===== config.mk =====
export PLATFORM = sky130hd
export DESIGN_NAME = multi_thread_watchdog_monitor
export DESIGN_NICKNAME = d
export VERILOG_FILES = /design/src/rtl/wdm_pkg.sv /design/src/rtl/wdm_ram.sv /design/src/rtl/wdm_front.sv /design/src/rtl/wdm_back.sv /design/src/rtl/multi_thread_watchdog_monitor.sv
export SDC_FILE = /design/constraint.sdc
export NUM_CORES = 1
export LEC_CHECK = 0
export ABC_AREA = 1
export BUFFER_PORTS_ARGS = -buffer_cell sky130_fd_sc_hd__buf_4
export CAP_MARGIN = 15
export CELL_PAD_IN_SITES_DETAIL_PLACEMENT = 0
export CELL_PAD_IN_SITES_GLOBAL_PLACEMENT = 1
export CORE_ASPECT_RATIO = 0.75
export CORE_MARGIN = 1
export CORE_UTILIZATION = 54
export DETAILED_ROUTE_END_ITERATION = 10
export GPL_ROUTABILITY_DRIVEN = 0
export PLACE_DENSITY = 0.91
export SLEW_MARGIN = 25
export SYNTH_ARGS = -nofsm -noshare
export SYNTH_HDL_FRONTEND = slang
export SYNTH_SLANG_ARGS = --single-unit
export TNS_END_PERCENT = 1

===== constraint.sdc =====
create_clock -name clk -period 10 [get_ports clk]
set_input_delay 1 -clock clk [delete_from_list [all_inputs] [get_ports clk]]
set_output_delay 1 -clock clk [all_outputs]
set_load 0.01 [all_outputs]

===== src/rtl/wdm_pkg.sv =====
// shared types and constants of the watchdog monitor
`default_nettype none

package wdm_pkg;

    localparam int WDM_MAX_SLOTS = 16;

    localparam int SLOT_FIELD_W = 4;
    localparam int TIME_W       = 32;
    localparam int COUNT_W      = 5;

    localparam int CMDQ_DEPTH = 2;
    localparam int CMDQ_PTR_W = 1;
    localparam int CMDQ_CNT_W = 2;

    localparam logic [1:0] OP_REGISTER   = 2'd0;
    localparam logic [1:0] OP_TOUCH      = 2'd1;
    localparam logic [1:0] OP_UNREGISTER = 2'd2;
    localparam logic [1:0] OP_CHECK      = 2'd3;

    localparam logic [1:0] CFG_MISS_LIMIT       = 2'd0;
    localparam logic [1:0] CFG_MEGA_MISS_LIMIT  = 2'd1;
    localparam logic [1:0] CFG_KILL_LIMIT       = 2'd2;
    localparam logic [1:0] CFG_MULTI_KILL_LIMIT = 2'd3;

    typedef struct packed {
        logic [1:0]              req_type;
        logic [SLOT_FIELD_W-1:0] slot;
        logic [TIME_W-1:0]       now_time;
    } req_t;

    typedef struct packed {
        logic [COUNT_W-1:0] miss_count;
        logic [COUNT_W-1:0] mega_miss_count;
        logic               kill;
        logic               multi_kill;
        logic               halted;
        logic [TIME_W-1:0]  miss_total;
        logic [TIME_W-1:0]  mega_miss_total;
    } rsp_t;

    typedef struct packed {
        logic [1:0]              op;
        logic                    in_range;
        logic [SLOT_FIELD_W-1:0] slot;
        logic [TIME_W-1:0]       now_time;
    } cmd_t;

endpackage

`default_nettype wire


===== src/rtl/wdm_ram.sv =====
// generic single-write, single-read ram with registered read data
`default_nettype none

module wdm_ram #(
    parameter int WIDTH = 32,
    parameter int DEPTH = 16,
    parameter int AW    = (DEPTH > 1) ? $clog2(DEPTH) : 1
) (
    input  wire logic             clk,
    input  wire logic             we,
    input  wire logic [AW-1:0]    waddr,
    input  wire logic [WIDTH-1:0] wdata,
    input  wire logic [AW-1:0]    raddr,
    output logic      [WIDTH-1:0] rdata
);

    logic [WIDTH-1:0] mem [DEPTH];

    always_ff @(posedge clk)
    begin
        if (we)
        begin
            mem[waddr] <= wdata;
        end
        rdata <= mem[raddr];
    end

endmodule

`default_nettype wire


===== src/rtl/wdm_front.sv =====
// front end: accepts request words, classifies them and queues commands
`default_nettype none

module wdm_front
    import wdm_pkg::*;
#(
    parameter int MAX_SLOTS = WDM_MAX_SLOTS
) (
    input  wire logic clk,
    input  wire logic rst_n,
    input  wire logic push,
    output logic      full,
    input  req_t      req,
    output logic      cmd_valid,
    output cmd_t      cmd,
    input  wire logic cmd_take
);

    cmd_t                  q_reg [CMDQ_DEPTH];
    logic [CMDQ_PTR_W-1:0] wr_ptr_reg, wr_ptr_next;
    logic [CMDQ_PTR_W-1:0] rd_ptr_reg, rd_ptr_next;
    logic [CMDQ_CNT_W-1:0] cnt_reg, cnt_next;
    logic                  do_push;
    logic                  do_pop;
    cmd_t                  cls;

    assign full      = (cnt_reg == CMDQ_CNT_W'(CMDQ_DEPTH));
    assign cmd_valid = (cnt_reg != '0);
    assign cmd       = q_reg[rd_ptr_reg];
    assign do_push   = push && !full;
    assign do_pop    = cmd_take && cmd_valid;

    always_comb
    begin
        cls.op       = req.req_type;
        cls.in_range = ({5'd0, req.slot} < 9'(MAX_SLOTS));
        cls.slot     = req.slot;
        cls.now_time = req.now_time;
    end

    always_comb
    begin
        wr_ptr_next = wr_ptr_reg;
        rd_ptr_next = rd_ptr_reg;
        cnt_next    = cnt_reg;
        if (do_push)
        begin
            wr_ptr_next = wr_ptr_reg + 1'b1;
        end
        if (do_pop)
        begin
            rd_ptr_next = rd_ptr_reg + 1'b1;
        end
        if (do_push && !do_pop)
        begin
            cnt_next = cnt_reg + 1'b1;
        end
        else if (do_pop && !do_push)
        begin
            cnt_next = cnt_reg - 1'b1;
        end
    end

    always_ff @(posedge clk or negedge rst_n)
    begin
        if (!rst_n)
        begin
            wr_ptr_reg <= '0;
            rd_ptr_reg <= '0;
            cnt_reg    <= '0;
        end
        else
        begin
            wr_ptr_reg <= wr_ptr_next;
            rd_ptr_reg <= rd_ptr_next;
            cnt_reg    <= cnt_next;
        end
    end

    always_ff @(posedge clk)
    begin
        if (do_push)
        begin
            q_reg[wr_ptr_reg] <= cls;
        end
    end

endmodule

`default_nettype wire


===== src/rtl/wdm_back.sv =====
// back end: slot table, limit registers, check scan and result register
`default_nettype none

module wdm_back
    import wdm_pkg::*;
#(
    parameter int MAX_SLOTS = WDM_MAX_SLOTS
) (
    input  wire logic        clk,
    input  wire logic        rst_n,
    input  wire logic        cfg_we,
    input  wire logic [1:0]  cfg_index,
    input  wire logic [31:0] cfg_data,
    input  wire logic        cmd_valid,
    input  cmd_t             cmd,
    output logic             cmd_take,
    output logic             empty,
    input  wire logic        pop,
    output rsp_t             rsp
);

    localparam int SLOT_W = (MAX_SLOTS > 1) ? $clog2(MAX_SLOTS) : 1;
    localparam int CNT_W  = $clog2(MAX_SLOTS + 1);

    localparam logic [1:0] ST_IDLE = 2'd0;
    localparam logic [1:0] ST_SCAN = 2'd1;
    localparam logic [1:0] ST_FIN  = 2'd2;

    logic [1:0]           state_reg, state_next;
    logic [MAX_SLOTS-1:0] active_reg, active_next;
    logic [CNT_W-1:0]     cnt_reg, cnt_next;
    logic                 eval_vld_reg, eval_vld_next;
    logic [SLOT_W-1:0]    eval_idx_reg;
    logic [TIME_W-1:0]    now_reg;
    logic [COUNT_W-1:0]   miss_cnt_reg, miss_cnt_next;
    logic [COUNT_W-1:0]   mega_cnt_reg, mega_cnt_next;
    logic                 kill_reg, kill_next;
    logic [1:0]           mk_reg, mk_next;
    logic                 halt_reg, halt_next;
    logic [TIME_W-1:0]    miss_tot_reg, miss_tot_next;
    logic [TIME_W-1:0]    mega_tot_reg, mega_tot_next;
    logic                 res_valid_reg, res_valid_next;
    rsp_t                 res_reg, res_next;
    logic [31:0]          miss_lim_reg, mega_lim_reg, kill_lim_reg, mk_lim_reg;

    logic                 ram_we;
    logic [SLOT_W-1:0]    ram_waddr;
    logic [SLOT_W-1:0]    ram_raddr;
    logic [TIME_W-1:0]    ram_rdata;
    logic                 issue;
    logic                 hit;
    logic [TIME_W-1:0]    delta;

    assign cmd_take  = (state_reg == ST_IDLE) && cmd_valid && !res_valid_reg;
    assign empty     = !res_valid_reg;
    assign rsp       = res_reg;
    assign ram_we    = cmd_take && cmd.in_range
                       && (cmd.op == OP_REGISTER || cmd.op == OP_TOUCH);
    assign ram_waddr = SLOT_W'(cmd.slot);
    assign ram_raddr = cnt_reg[SLOT_W-1:0];
    assign issue     = (state_reg == ST_SCAN) && (cnt_reg < CNT_W'(MAX_SLOTS));
    assign hit       = eval_vld_reg && active_reg[eval_idx_reg];
    assign delta     = now_reg - ram_rdata;

    wdm_ram #(
        .WIDTH (TIME_W),
        .DEPTH (MAX_SLOTS),
        .AW    (SLOT_W)
    ) u_touch_ram (
        .clk   (clk),
        .we    (ram_we),
        .waddr (ram_waddr),
        .wdata (cmd.now_time),
        .raddr (ram_raddr),
        .rdata (ram_rdata)
    );

    always_comb
    begin
        state_next     = state_reg;
        active_next    = active_reg;
        cnt_next       = cnt_reg;
        eval_vld_next  = issue;
        miss_cnt_next  = miss_cnt_reg;
        mega_cnt_next  = mega_cnt_reg;
        kill_next      = kill_reg;
        mk_next        = mk_reg;
        halt_next      = halt_reg;
        miss_tot_next  = miss_tot_reg;
        mega_tot_next  = mega_tot_reg;
        res_valid_next = res_valid_reg;
        res_next       = res_reg;

        if (pop && res_valid_reg)
        begin
            res_valid_next = 1'b0;
        end

        // per-slot evaluation of data read in the previous cycle
        if (hit)
        begin
            if (delta > miss_lim_reg)
            begin
                miss_cnt_next = miss_cnt_reg + 1'b1;
                miss_tot_next = miss_tot_reg + 1'b1;
            end
            if (delta > mega_lim_reg)
            begin
                mega_cnt_next = mega_cnt_reg + 1'b1;
                mega_tot_next = mega_tot_reg + 1'b1;
            end
            if (kill_lim_reg != '0 && delta > kill_lim_reg)
            begin
                kill_next = 1'b1;
            end
            if (mk_lim_reg != '0 && delta > mk_lim_reg && mk_reg != 2'd2)
            begin
                mk_next = mk_reg + 1'b1;
            end
        end

        case (state_reg)
            ST_IDLE:
            begin
                if (cmd_take)
                begin
                    if (cmd.op == OP_CHECK)
                    begin
                        state_next    = ST_SCAN;
                        cnt_next      = '0;
                        miss_cnt_next = '0;
                        mega_cnt_next = '0;
                        kill_next     = 1'b0;
                        mk_next       = '0;
                    end
                    else
                    begin
                        if (cmd.in_range && cmd.op == OP_REGISTER)
                        begin
                            active_next[SLOT_W'(cmd.slot)] = 1'b1;
                        end
                        if (cmd.in_range && cmd.op == OP_UNREGISTER)
                        begin
                            active_next[SLOT_W'(cmd.slot)] = 1'b0;
                        end
                        res_next.miss_count      = '0;
                        res_next.mega_miss_count = '0;
                        res_next.kill            = 1'b0;
                        res_next.multi_kill      = 1'b0;
                        res_next.halted          = halt_reg;
                        res_next.miss_total      = miss_tot_reg;
                        res_next.mega_miss_total = mega_tot_reg;
                        res_valid_next           = 1'b1;
                    end
                end
            end
            ST_SCAN:
            begin
                if (issue)
                begin
                    cnt_next = cnt_reg + 1'b1;
                end
                else
                begin
                    state_next = ST_FIN;
                end
            end
            ST_FIN:
            begin
                halt_next                = halt_reg || kill_reg || (mk_reg == 2'd2);
                res_next.miss_count      = miss_cnt_reg;
                res_next.mega_miss_count = mega_cnt_reg;
                res_next.kill            = kill_reg;
                res_next.multi_kill      = (mk_reg == 2'd2);
                res_next.halted          = halt_reg || kill_reg || (mk_reg == 2'd2);
                res_next.miss_total      = miss_tot_reg;
                res_next.mega_miss_total = mega_tot_reg;
                res_valid_next           = 1'b1;
                state_next               = ST_IDLE;
            end
            default:
            begin
                state_next = ST_IDLE;
            end
        endcase
    end

    always_ff @(posedge clk or negedge rst_n)
    begin
        if (!rst_n)
        begin
            state_reg     <= ST_IDLE;
            active_reg    <= '0;
            cnt_reg       <= '0;
            eval_vld_reg  <= 1'b0;
            miss_cnt_reg  <= '0;
            mega_cnt_reg  <= '0;
            kill_reg      <= 1'b0;
            mk_reg        <= '0;
            halt_reg      <= 1'b0;
            miss_tot_reg  <= '0;
            mega_tot_reg  <= '0;
            res_valid_reg <= 1'b0;
            miss_lim_reg  <= 32'd200;
            mega_lim_reg  <= 32'd1000;
            kill_lim_reg  <= '0;
            mk_lim_reg    <= '0;
        end
        else
        begin
            state_reg     <= state_next;
            active_reg    <= active_next;
            cnt_reg       <= cnt_next;
            eval_vld_reg  <= eval_vld_next;
            miss_cnt_reg  <= miss_cnt_next;
            mega_cnt_reg  <= mega_cnt_next;
            kill_reg      <= kill_next;
            mk_reg        <= mk_next;
            halt_reg      <= halt_next;
            miss_tot_reg  <= miss_tot_next;
            mega_tot_reg  <= mega_tot_next;
            res_valid_reg <= res_valid_next;
            if (cfg_we)
            begin
                case (cfg_index)
                    CFG_MISS_LIMIT:       miss_lim_reg <= cfg_data;
                    CFG_MEGA_MISS_LIMIT:  mega_lim_reg <= cfg_data;
                    CFG_KILL_LIMIT:       kill_lim_reg <= cfg_data;
                    CFG_MULTI_KILL_LIMIT: mk_lim_reg   <= cfg_data;
                    default:              ;
                endcase
            end
        end
    end

    always_ff @(posedge clk)
    begin
        res_reg      <= res_next;
        eval_idx_reg <= cnt_reg[SLOT_W-1:0];
        if (cmd_take)
        begin
            now_reg <= cmd.now_time;
        end
    end

endmodule

`default_nettype wire


===== src/rtl/multi_thread_watchdog_monitor.sv =====
// top level of the multi-slot watchdog monitor
`default_nettype none

// Watchdog monitor over MAX_SLOTS watched slots. Request words (register,
// touch, unregister, check) enter through a two-word command queue, so push
// is taken while the back end is busy or a result waits; each request gives
// exactly one result word. Register, touch and unregister set their result
// when taken from the queue head; in a check the scan reads one last-touch
// entry per cycle from the last-touch table and compares its elapsed time
// against the four limits. The back end takes the next command once the
// previous result has been popped. The user must write the limit registers
// via cfg_we/cfg_index/cfg_data only while idle, not enforced by the block.

module multi_thread_watchdog_monitor
    import wdm_pkg::*;
#(
    parameter int MAX_SLOTS = WDM_MAX_SLOTS
) (
    input  wire logic        clk,
    input  wire logic        rst_n,
    input  wire logic        cfg_we,
    input  wire logic [1:0]  cfg_index,
    input  wire logic [31:0] cfg_data,
    input  wire logic        push,
    output logic             full,
    input  req_t             req,
    output logic             empty,
    input  wire logic        pop,
    output rsp_t             rsp
);

    logic cmd_valid;
    logic cmd_take;
    cmd_t cmd;

    wdm_front #(
        .MAX_SLOTS (MAX_SLOTS)
    ) u_front (
        .clk       (clk),
        .rst_n     (rst_n),
        .push      (push),
        .full      (full),
        .req       (req),
        .cmd_valid (cmd_valid),
        .cmd       (cmd),
        .cmd_take  (cmd_take)
    );

    wdm_back #(
        .MAX_SLOTS (MAX_SLOTS)
    ) u_back (
        .clk       (clk),
        .rst_n     (rst_n),
        .cfg_we    (cfg_we),
        .cfg_index (cfg_index),
        .cfg_data  (cfg_data),
        .cmd_valid (cmd_valid),
        .cmd       (cmd),
        .cmd_take  (cmd_take),
        .empty     (empty),
        .pop       (pop),
        .rsp       (rsp)
    );

endmodule

`default_nettype wire


# Word-level counts from Yosys, hierarchy flattened

Memory sizes are Yosys's and may differ from the RTL's. A register that Yosys moved wholly into a read port is not among the register bits.
Cells that the tools add are included.

Bits of input ports: 77
Memories: 2
Word-level logic and storage cells: 162
Bits in registers: 348
Memory bits (writable): 588
Output and inout port bits: 79

Reduce and logical (&&, ||, !) cells: 43
$lt $le $gt $ge: 8
Add/sub/neg operators: 11
Eq/ne operators: 16
Bitwise gates (word level): 4
Muxes and demuxes: 50

Memories:

| memory                 | words | width | read ports | clocked after Yosys merged registers in | write ports | RTL line        | text |
|---|---|---|---|---|---|---|---|
| u_back.u_touch_ram.mem | 16    | 32    | 1          | 1                                       | 1           | wdm_ram.sv:17   | `logic [WIDTH-1:0] mem [DEPTH];` |
| u_front.q_reg          | 2     | 38    | 1          | 0                                       | 1           | wdm_front.sv:19 | `cmd_t q_reg [CMDQ_DEPTH];` |

Operators with widths:

| operator              | number |
|---|---|
| $mux 77               | 2 |
| $pmux 77 s2           | 1 |
| $gt 32x32->1          | 4 |
| $mux 16               | 5 |
| $mux 5                | 13 |
| $add 32x1->32 const B | 2 |
| $reduce_bool 32->1    | 2 |
| $sub 32x32->32        | 1 |
| $mux 2                | 10 |
| $and 16x16->16        | 1 |
| $not 16->16           | 1 |
| $or 16x16->16         | 1 |
| $add 5x1->5 const B   | 3 |
| $eq 2x2->1 const B    | 7 |
| $logic_and 1x1->1     | 14 |
| $mux 1                | 14 |
| $reduce_and 2->1      | 6 |
| $lt 4x5->1 const B    | 2 |
| $pmux 5 s2            | 1 |
| $reduce_and 3->1      | 3 |
| $ne 2x2->1 const B    | 4 |
| $reduce_bool 2->1     | 4 |
| $eq 2x1->1 const B    | 3 |
| $logic_not 2->1       | 3 |
| other kinds (16)      | 25 |

# Longest topological paths before layout

Gate-level depths: netlist of the first run.
An unclocked memory read counts as a cell.

Depth after elaboration: 12
Mapped depth: 26
Gate-level depth less buffers: 25

# By module

A second synthesis of the first run with hierarchy kept.

Cell total of the unflattened synthesis: 4642
Area total of the unflattened synthesis: 45006.9 sq um

By module, submodules not included:

| module    | times used | cells an instance | seq. area each (sq um) | area each (sq um) |
|---|---|---|---|---|
| wdm_ram   | 1          | 2120              | 16015.4                | 22730.6 |
| wdm_back  | 1          | 2290              | 9145.0                 | 19282.2 |
| wdm_front | 1          | 232               | 2382.3                 | 2994.1 |

# Worst setup path after synthesis of the first run

No wires, ideal clock.

Path kind: register -> register
From: register u_back.state_reg[0]
To: memory u_back.u_touch_ram.mem[15][0], enable pin
Data required time: 9.558 ns
Period minus slack after synthesis: 4.233 ns
Arrival time: 3.790 ns
Path buffers: 0
Setup time: 0.442 ns
Cell stages (with the launch flop): 6
Slack: 5.767 ns
Cells stage by stage: dfrtp_1 nor2_1 inv_1 nor3_4 nand2_2 nor4_2

Word-level cells in the longest chain between the ends: 7

Ends and longest elaborated chain:

| what                            | RTL line                            | text |
|---|---|---|
| from (decl)                     | wdm_back.sv:29                      | `logic [1:0] state_reg, state_next;` |
| from (signal assigned)          | wdm_back.sv:211                     | `state_reg <= state_next;` |
| $logic_not 2->1                 | wdm_back.sv:54                      | `assign cmd_take = (state_reg == ST_IDLE) && cmd_valid && !res_valid_reg;` |
| $logic_and 1x1->1 (2 in series) | wdm_back.sv:54                      |  |
| named net cmd_take              | multi_thread_watchdog_monitor.sv:33 | `logic cmd_take;` |
| $logic_and 1x1->1               | wdm_back.sv:57                      | `assign ram_we = cmd_take && cmd.in_range` |
| $logic_and 1x1->1               | wdm_back.sv:58                      | `&& (cmd.op == OP_REGISTER \|\| cmd.op == OP_TOUCH);` |
| $mux 1                          | wdm_ram.sv:21                       | `if (we)` |
| $mux 1 (implied by the code)    | wdm_ram.sv:23                       | `mem[waddr] <= wdata;` |
| to (decl)                       | wdm_ram.sv:17                       |  |

The timed path passes the listed nets, and every way through them passes these cells.

# Final worst setup path of the first run

From: register u_back.now_reg[0]
To: register u_back.mega_tot_reg[8]

Word-level cells in the longest chain between the ends: 3

Ends and longest elaborated chain:

| what                       | RTL line        | text |
|---|---|---|
| from (decl)                | wdm_back.sv:34  | `logic [TIME_W-1:0] now_reg;` |
| from (signal assigned)     | wdm_back.sv:242 | `now_reg <= cmd.now_time;` |
| $sub 32x32->32             | wdm_back.sv:63  | `assign delta = now_reg - ram_rdata;` |
| $gt 32x32->1               | wdm_back.sv:107 | `if (delta > mega_lim_reg)` |
| $reduce_and 2->1 (no line) | -               |  |
| to (signal assigned)       | wdm_back.sv:221 | `mega_tot_reg <= mega_tot_next;` |
| to (decl)                  | wdm_back.sv:41  | `logic [TIME_W-1:0] mega_tot_reg, mega_tot_next;` |

No other way between the ends.
A chain may end at the register's enable or synchronous reset.

==> qor.yml, run 1 <==
die_y_um: 246
cts_tree: "done"
cts_sinks: 968
clkPwrFrac_pct: 21.4
rows: 89
finalHoldViolCount: 0
cpPeakStageDelay_ns: 0.61
synth_edf_count: 697
largest_register_ffs: 512
synth_top_cell_by_area: "edfxtp_1"
drt_iter0_markers: 3478
nets: 4283
power.switching_mw: 6.76
post_cts_buffers: 0
maxCapViolCount: 0
worstHoldPathType: "input port to async pin"
cts_buffer_depth: 3
cts.reportedPaths.clkPinSlew_ns: 0.07
grt_max_degree: 124
initial_core_util_pct: 54.5
finalSetupViolCount: 0
ys_top_cells_by_area: "edfxtp_1 49%, dfrtp_1 13%, nand2_1 6.4%, ha_1 4.8%, nor2_1 4.1%"
crit_top_cell: "nand2_1"
drc_errors: 0
dieArea_um2: 80500
slew-limit-headroom_pct: 30.3
worst-setup-path-type: "flip-flop to flip-flop"
worstPathRequired_ns: 10.56
grt_pass1_wl_um: 163000
r2r_start: "u_back.now_reg[0]$_DFFE_PP_"
endpoint_kind: "flip-flop"
vias: 29600
max-vdd-ir-drop_v: 0.000268
synth_area_per_cell_um2: 11.0
ys_ff_latch: 968
fin_tns_setup_ns: 0
dpl.hpwl_um: 68100
ioPinCount: 156
rsz0062_at_grt: "false"
postRouteAntennaNets: 0
ys.flop_type: "edfxtp_1"
cp-startpoint: "u_back.now_reg[0]$_DFFE_PP_"
post-route-min-period_ns: 5.05
slew_violations: 0
die_x_um: 327
antenna_found_initial: 2
internal-power_mw: 9.52
synth_async_sr_flop_share_pct: 24.3
htree_levels: 3
timing.fmax_mhz: 198
yosysSeqAreaShare_pct: 64.2
tightest_slew_ns: 1.04
cts_buffers: 90
cp-start-kind: "flip-flop"
antenna_cells: 0
synthCells: 3898
wirelength_um: 107000
grt_use_total_pct: 26.6
yosysMostFrequentCell: "nand2_1"
swShare_pct: 41.5
clkLatencyLatePin_ns: 0.68
p_leak_nw: 19.3
cts_resized: 0
drt_pass1_iterations: 6
netlist.area_leader.share_pct: 48.8
yosysWarnings: 0
root_buffer: "clkbuf_16"
syn_to_final_growth_pct: 12.6
pre_cts_slack_ns: 5.08
core_um2: 78600
wire_per_inst_um: 20.7
worstPathArrival_ns: 5.61
synth_nets: 4142
crit_fanout: 40
io_buffers: 155
skew_ns: 0.0516
final_layout_size_suffix_gt1_share_pct: 10.1
power.total_mw: 16.3
grt-ovfl-total: 0
seqPwrFrac_pct: 34.4
synth_cell_types: 53
worstPathCellList: "inv_1 -> ha_1 -> inv_1 -> fa_1 -> nand3_1 -> nand3_1 -> nand2_1 -> nand2_1 -> nand2_1 -> o21ai_0 -> a21oi_1 -> xnor2_1 -> ha_1 -> nand2_1 -> nor2_1 -> nand4_1 -> nor3b_1 -> nand2_1 -> nand2_1 -> nand2_2 -> inv_2 -> nand2_1 -> nand2_1 -> nand2_1"
period_share_pct: 50.5
crit_slowest_cell: "inv_2"
ctsHoldBuffers: 0
setup_ws_ns: 4.95
powerDensity_nw_per_um2: 338
power_frac_comb_pct: 44.2
netlist_area_um2: 42900
grt_pass1_vias: 27800
run_status: "completed"
via_per_inst: 5.74
synth_commonest_cells: "734 x nand2_1, 697 x edfxtp_1, 465 x nor2_1, 355 x inv_1, 327 x o21ai_0"
## power by group through the flow
| stage | Sequential [mW] | Clock [mW] | Combinational, mW |
|---|---|---|---|
| global route | 5.66 | 3.69 | 8.05 |
| finish | 5.60 | 3.49 | 7.19 |
| global placement | 5.66 | 0 | 6.91 |
| floorplan | 5.58 | 0 | 4.84 |
| detailed placement | 5.68 | 0 | 7.06 |
| CTS | 5.60 | 3.53 | 7.12 |
## metrics by stage
step / instance area, um2 / util [%] / std cells / hold WS (ns)
floorplan: 42900 / - / 3898 / 0.369
global placement: 45200 / 57.5 / 4993 / 0.430
detailed placement: 45200 / 57.5 / 4993 / 0.426
CTS: 48200 / 61.4 / 5162 / 0.390
global route: 48200 / 61.4 / 5162 / 0.414
finish: 48200 / 61.4 / 5162 / 0.351
## routing by layer
layer  part of all wire (%)  wire length (um)  GRT usage [%]  up-vias
li1                       -                 -              -    13800
met1                     45             47700           40.0    14300
met2                     44             47200           39.7     1344
met3                    9.1              9770           5.46      175
met4                    2.0              2180           6.34        2
met5                  0.011                12              0        -
## worst paths after layout
path,to,slack [ns],cells after the start
max reg2reg,u_back.mega_tot_reg[8]$_DFFE_PN0P_,4.95,24
min reg2reg,u_back.eval_idx_reg[3]$_DFF_P_,0.46,0
min,u_back.miss_lim_reg[13]$_DFFE_PN0P_,0.35,1
min in group clk,u_back.eval_idx_reg[3]$_DFF_P_,0.46,0
max in group asynchronous,u_back.cnt_reg[0]$_DFFE_PN0P_,8.21,2
max,u_back.mega_tot_reg[8]$_DFFE_PN0P_,4.95,24
## kinds of logic after synthesis
family / synth area share, %
compound gates: 8.84
xor+xnor: 1.68
fa+ha+maj: 4.89
mux: 1.19
flops: 64.2
buf+inv: 4.69
simple gates: 14.5
## worst max-delay path, delay by kind of cell, from the launching register on
family / cells / cell delay (ns)
AND/OR/NAND/NOR: 15 / 2.15
buffers and inverters: 3 / 0.74
AO/OA/AOI/OAI: 2 / 0.69
adder cells (fa/ha/maj): 3 / 0.58
XOR/XNOR: 1 / 0.45
flip-flops: 1 / 0.33
## cell usage in the layout, fill, tap and decap left out, types with 6 or more instances in the layout
master     count
bufinv_16      6
dfxtp_1       36
edfxtp_1     697
clkinv_2      14
inv_1        354
nand4_1       33
mux2i_1       51
o211ai_1      14
nor2_4        14
or2_1          6
inv_2         16
clkbuf_8      15
ha_1         166
clkinv_1      10
nor4_1        21
dfrtp_1      222
nand3_1      148
nor3_1        39
o32ai_1       77
nor2_1       457
xor2_1        62
o221ai_1      51
a32oi_1       15
o21ai_0      327
o21a_1         8
clkbuf_16     91
dfstp_2        9
nor3_4        13
a21o_1         7
xnor2_1       20
clkbuf_1      23
buf_4        193
a21oi_1      101
nand2_1      732
## area by class of cell
| class | count | area [um2] |
|---|---|---|
| flip-flops and latches | 968 | 27600 |
| clock inverters | 40 | 474 |
| clock buffers | 129 | 2570 |
| repair buffers | 196 | 1490 |
| fillers | 6200 | 30400 |
| multi-input cells | 2410 | 13400 |
| well taps | 1046 | 1310 |
| inverters | 373 | 1410 |
Note: power is estimated with default switching activity, not from simulation.
==> run 2, diff against run 1 <==
Settings changed: CORE_UTILIZATION 54 to 50, PLACE_DENSITY 0.91 to 0.86.
Clock period 10 ns to 4.9 ns, I/O delays scaled along.
==> run 2 against run 1 <==
  * Register-to-register slack lost 4.4 ns
  * Fmax grew 16%
  * Via count shrank 0.45%
  * Die area grew 7.9%
  * Clock power grew 110%
  * Critical path depth is the same
  * Global-route usage shrank 1.7 points
  * Setup slack lost 4.4 ns
  * Clock skew shrank 0.019 ns
  * Wire length grew 1.1%
==> qor.yml, run 2 (synthesis results as in run 1) <==
post_cts_buffers: 0
worst-setup-path-type: "flip-flop to flip-flop"
setup_ws_ns: 0.545
cts_tree: "done"
cp-startpoint: "u_back.now_reg[0]$_DFFE_PP_"
fin_hold_ws_ns: 0.123
pre_cts_slack_ns: 0.412
via_per_inst: 5.57
rsz0062_at_grt: "true"
hold_start: "pop"
ioPinCount: 156
period_share_pct: 88.9
slew_violations: 0
syn_to_final_growth_pct: 14.3
cp.buffers_inverters: 3
grt_use_total_pct: 24.9
wirelength_um: 108000
skew_ns: 0.0324
p_leak_nw: 19.6
grt-ovfl-total: 0
cts_sinks: 968
cp-start-kind: "flip-flop"
vias: 29500
rr_worst_depth: 24
min_path_cells: 3
finalHoldViolCount: 0
cpPeakStageDelay_ns: 0.47
clkLatencyLatePin_ns: 0.67
grt_pass1_vias: 28300
initial_core_util_pct: 50.7
cts.reportedPaths.clkPinSlew_ns: 0.06
critical_path.reg2reg.endpoint: "u_back.mega_tot_reg[9]$_DFFE_PN0P_"
worstPathRequired_ns: 5.45
drc_errors: 0
tightest_slew_ns: 0.984
crit_fanout: 40
htree_levels: 3
nets: 4339
drt_pass1_iterations: 5
postRouteAntennaNets: 0
core_um2: 84500
root_buffer: "clkbuf_16"
mostFrequentLayoutCells: "732 x nand2_1, 697 x edfxtp_1, 457 x nor2_1, 354 x inv_1, 326 x o21ai_0"
run_status: "completed"
final_layout_size_suffix_gt1_share_pct: 10.2
max-vdd-ir-drop_v: 0.000499
wire_per_inst_um: 20.4
holdPathEnd: "u_back.res_valid_reg$_DFF_PN0_"
antenna_found_initial: 1
drt_iter0_markers: 3416
grt_pass1_wl_um: 167000
grt_max_degree: 181
final_common_cell: "nand2_1"
dieArea_um2: 86900
worstPathArrival_ns: 4.91
slew-limit-headroom_pct: 34.4
largest_register_ffs: 512
cts_buffers: 91
endpoint_kind: "flip-flop"
die_x_um: 340
post-route-min-period_ns: 4.35
rrSetupSlack_ns: 0.55
r2r_start: "u_back.now_reg[0]$_DFFE_PP_"
powerDensity_nw_per_um2: 689
maxCapViolCount: 0
dpl.hpwl_um: 68800
timing.fmax_mhz: 230
io_buffers: 155
worstPathCellList: "inv_1 -> ha_1 -> inv_1 -> fa_1 -> nand3_1 -> nand3_1 -> nand2_1 -> nand2_1 -> nand2_1 -> o21ai_0 -> a21oi_1 -> xnor2_1 -> ha_1 -> nand2_1 -> nor2_1 -> nand4_1 -> nor3b_1 -> nand2_1 -> nand2_1 -> nand2_2 -> inv_4 -> nand2_1 -> nand2_1 -> nand2_1"
finalSetupViolCount: 0
crit_top_cell: "nand2_1"
crit_family: "simple AND/OR/NAND/NOR gates"
rows: 92
worstHoldPathType: "input port to flip-flop"
cts_buffer_depth: 3
crit_slowest_cell: "o21ai_0"
die_y_um: 256
## run 2: layout make-up
type	instances	area, um2
Fill cell	6992	35500
Timing Repair Buffer	251	2100
Clock inverter	48	574
Sequential cell	968	27600
Multi-Input combinational cell	2410	13400
Inverter	373	1410
Tap cell	1128	1410
Antenna cell	2	5.00
Clock buffer	121	2490
## run 2: metal layers
layer / wire length, um / up-vias / GRT usage [%]
met3: 9580 / 167 / 4.98
met4: 2240 / 2 / 5.72
li1: - / 13900 / -
met1: 49100 / 14300 / 37.8
met2: 47000 / 1159 / 36.8
met5: 120 / - / 0.987
## run 2: power by group
part | internal [mW] | switching [mW] | leakage [nW] | total [mW]
combinational | 4.87 | 10.3 | 8.41 | 15.1
clock | 4.13 | 3.09 | 1.49 | 7.23
sequential | 10.8 | 0.619 | 9.67 | 11.4
## run 2: how the worst max path moves through the flow
| stage | to | slack, ns | depth (start not counted) |
|---|---|---|---|
| after detailed placement | u_back.mega_tot_reg[9]$_DFFE_PN0P_ | 0.41 | 19 |
| after global routing | u_back.mega_tot_reg[8]$_DFFE_PN0P_ | -0.02 | 24 |
| after global placement | u_back.mega_tot_reg[8]$_DFFE_PN0P_ | 0.50 | 19 |
| final | u_back.mega_tot_reg[9]$_DFFE_PN0P_ | 0.55 | 24 |
| after floorplan | u_back.u_touch_ram.mem[15][0]$_DFFE_PP_ | 0.67 | 5 |
| after CTS | u_back.mega_tot_reg[9]$_DFFE_PN0P_ | 0.38 | 19 |
## run 2: timing repair
| action | in CTS | in global routing |
|---|---|---|
| endpoints found under the setup margin | 0 | 27 |
| resized for setup | 0 | 4 |
| endpoints found under the hold margin | 99 | 0 |
| hold buffers | 39 | 0 |
## run 2: worst register-to-register path, cell delays in order, from the launching register on
cell and delay (ns):
edfxtp_1 0.32, inv_1 0.04, ha_1 0.19, inv_1 0.09, fa_1 0.20, nand3_1 0.08, nand3_1 0.14, nand2_1 0.07
nand2_1 0.08, nand2_1 0.08, o21ai_0 0.47, a21oi_1 0.16, xnor2_1 0.47, ha_1 0.20, nand2_1 0.06, nor2_1 0.16
nand4_1 0.16, nor3b_1 0.21, nand2_1 0.07, nand2_1 0.30, nand2_2 0.16, inv_4 0.32, nand2_1 0.10, nand2_1 0.07
nand2_1 0.04
## run 2: per-stage QoR
| step | instance area, um2 | util, % | power [mW] | TNS (ns) | instances |
|---|---|---|---|---|---|
| 6_report | 49000 | 58.0 | 33.8 | 0 | 5301 |
| 5_1_grt | 49000 | 58.0 | 36.2 | -0.0154 | 5299 |
| 4_1_cts | 49000 | 57.9 | 33.7 | 0 | 5298 |
| 3_5_place_dp | 45500 | 53.8 | 26.4 | 0 | 5090 |
| 3_3_place_gp | 45500 | 53.8 | 26.1 | 0 | 5090 |
| 2_1_floorplan | 42900 | - | 21.3 | 0 | 3898 |
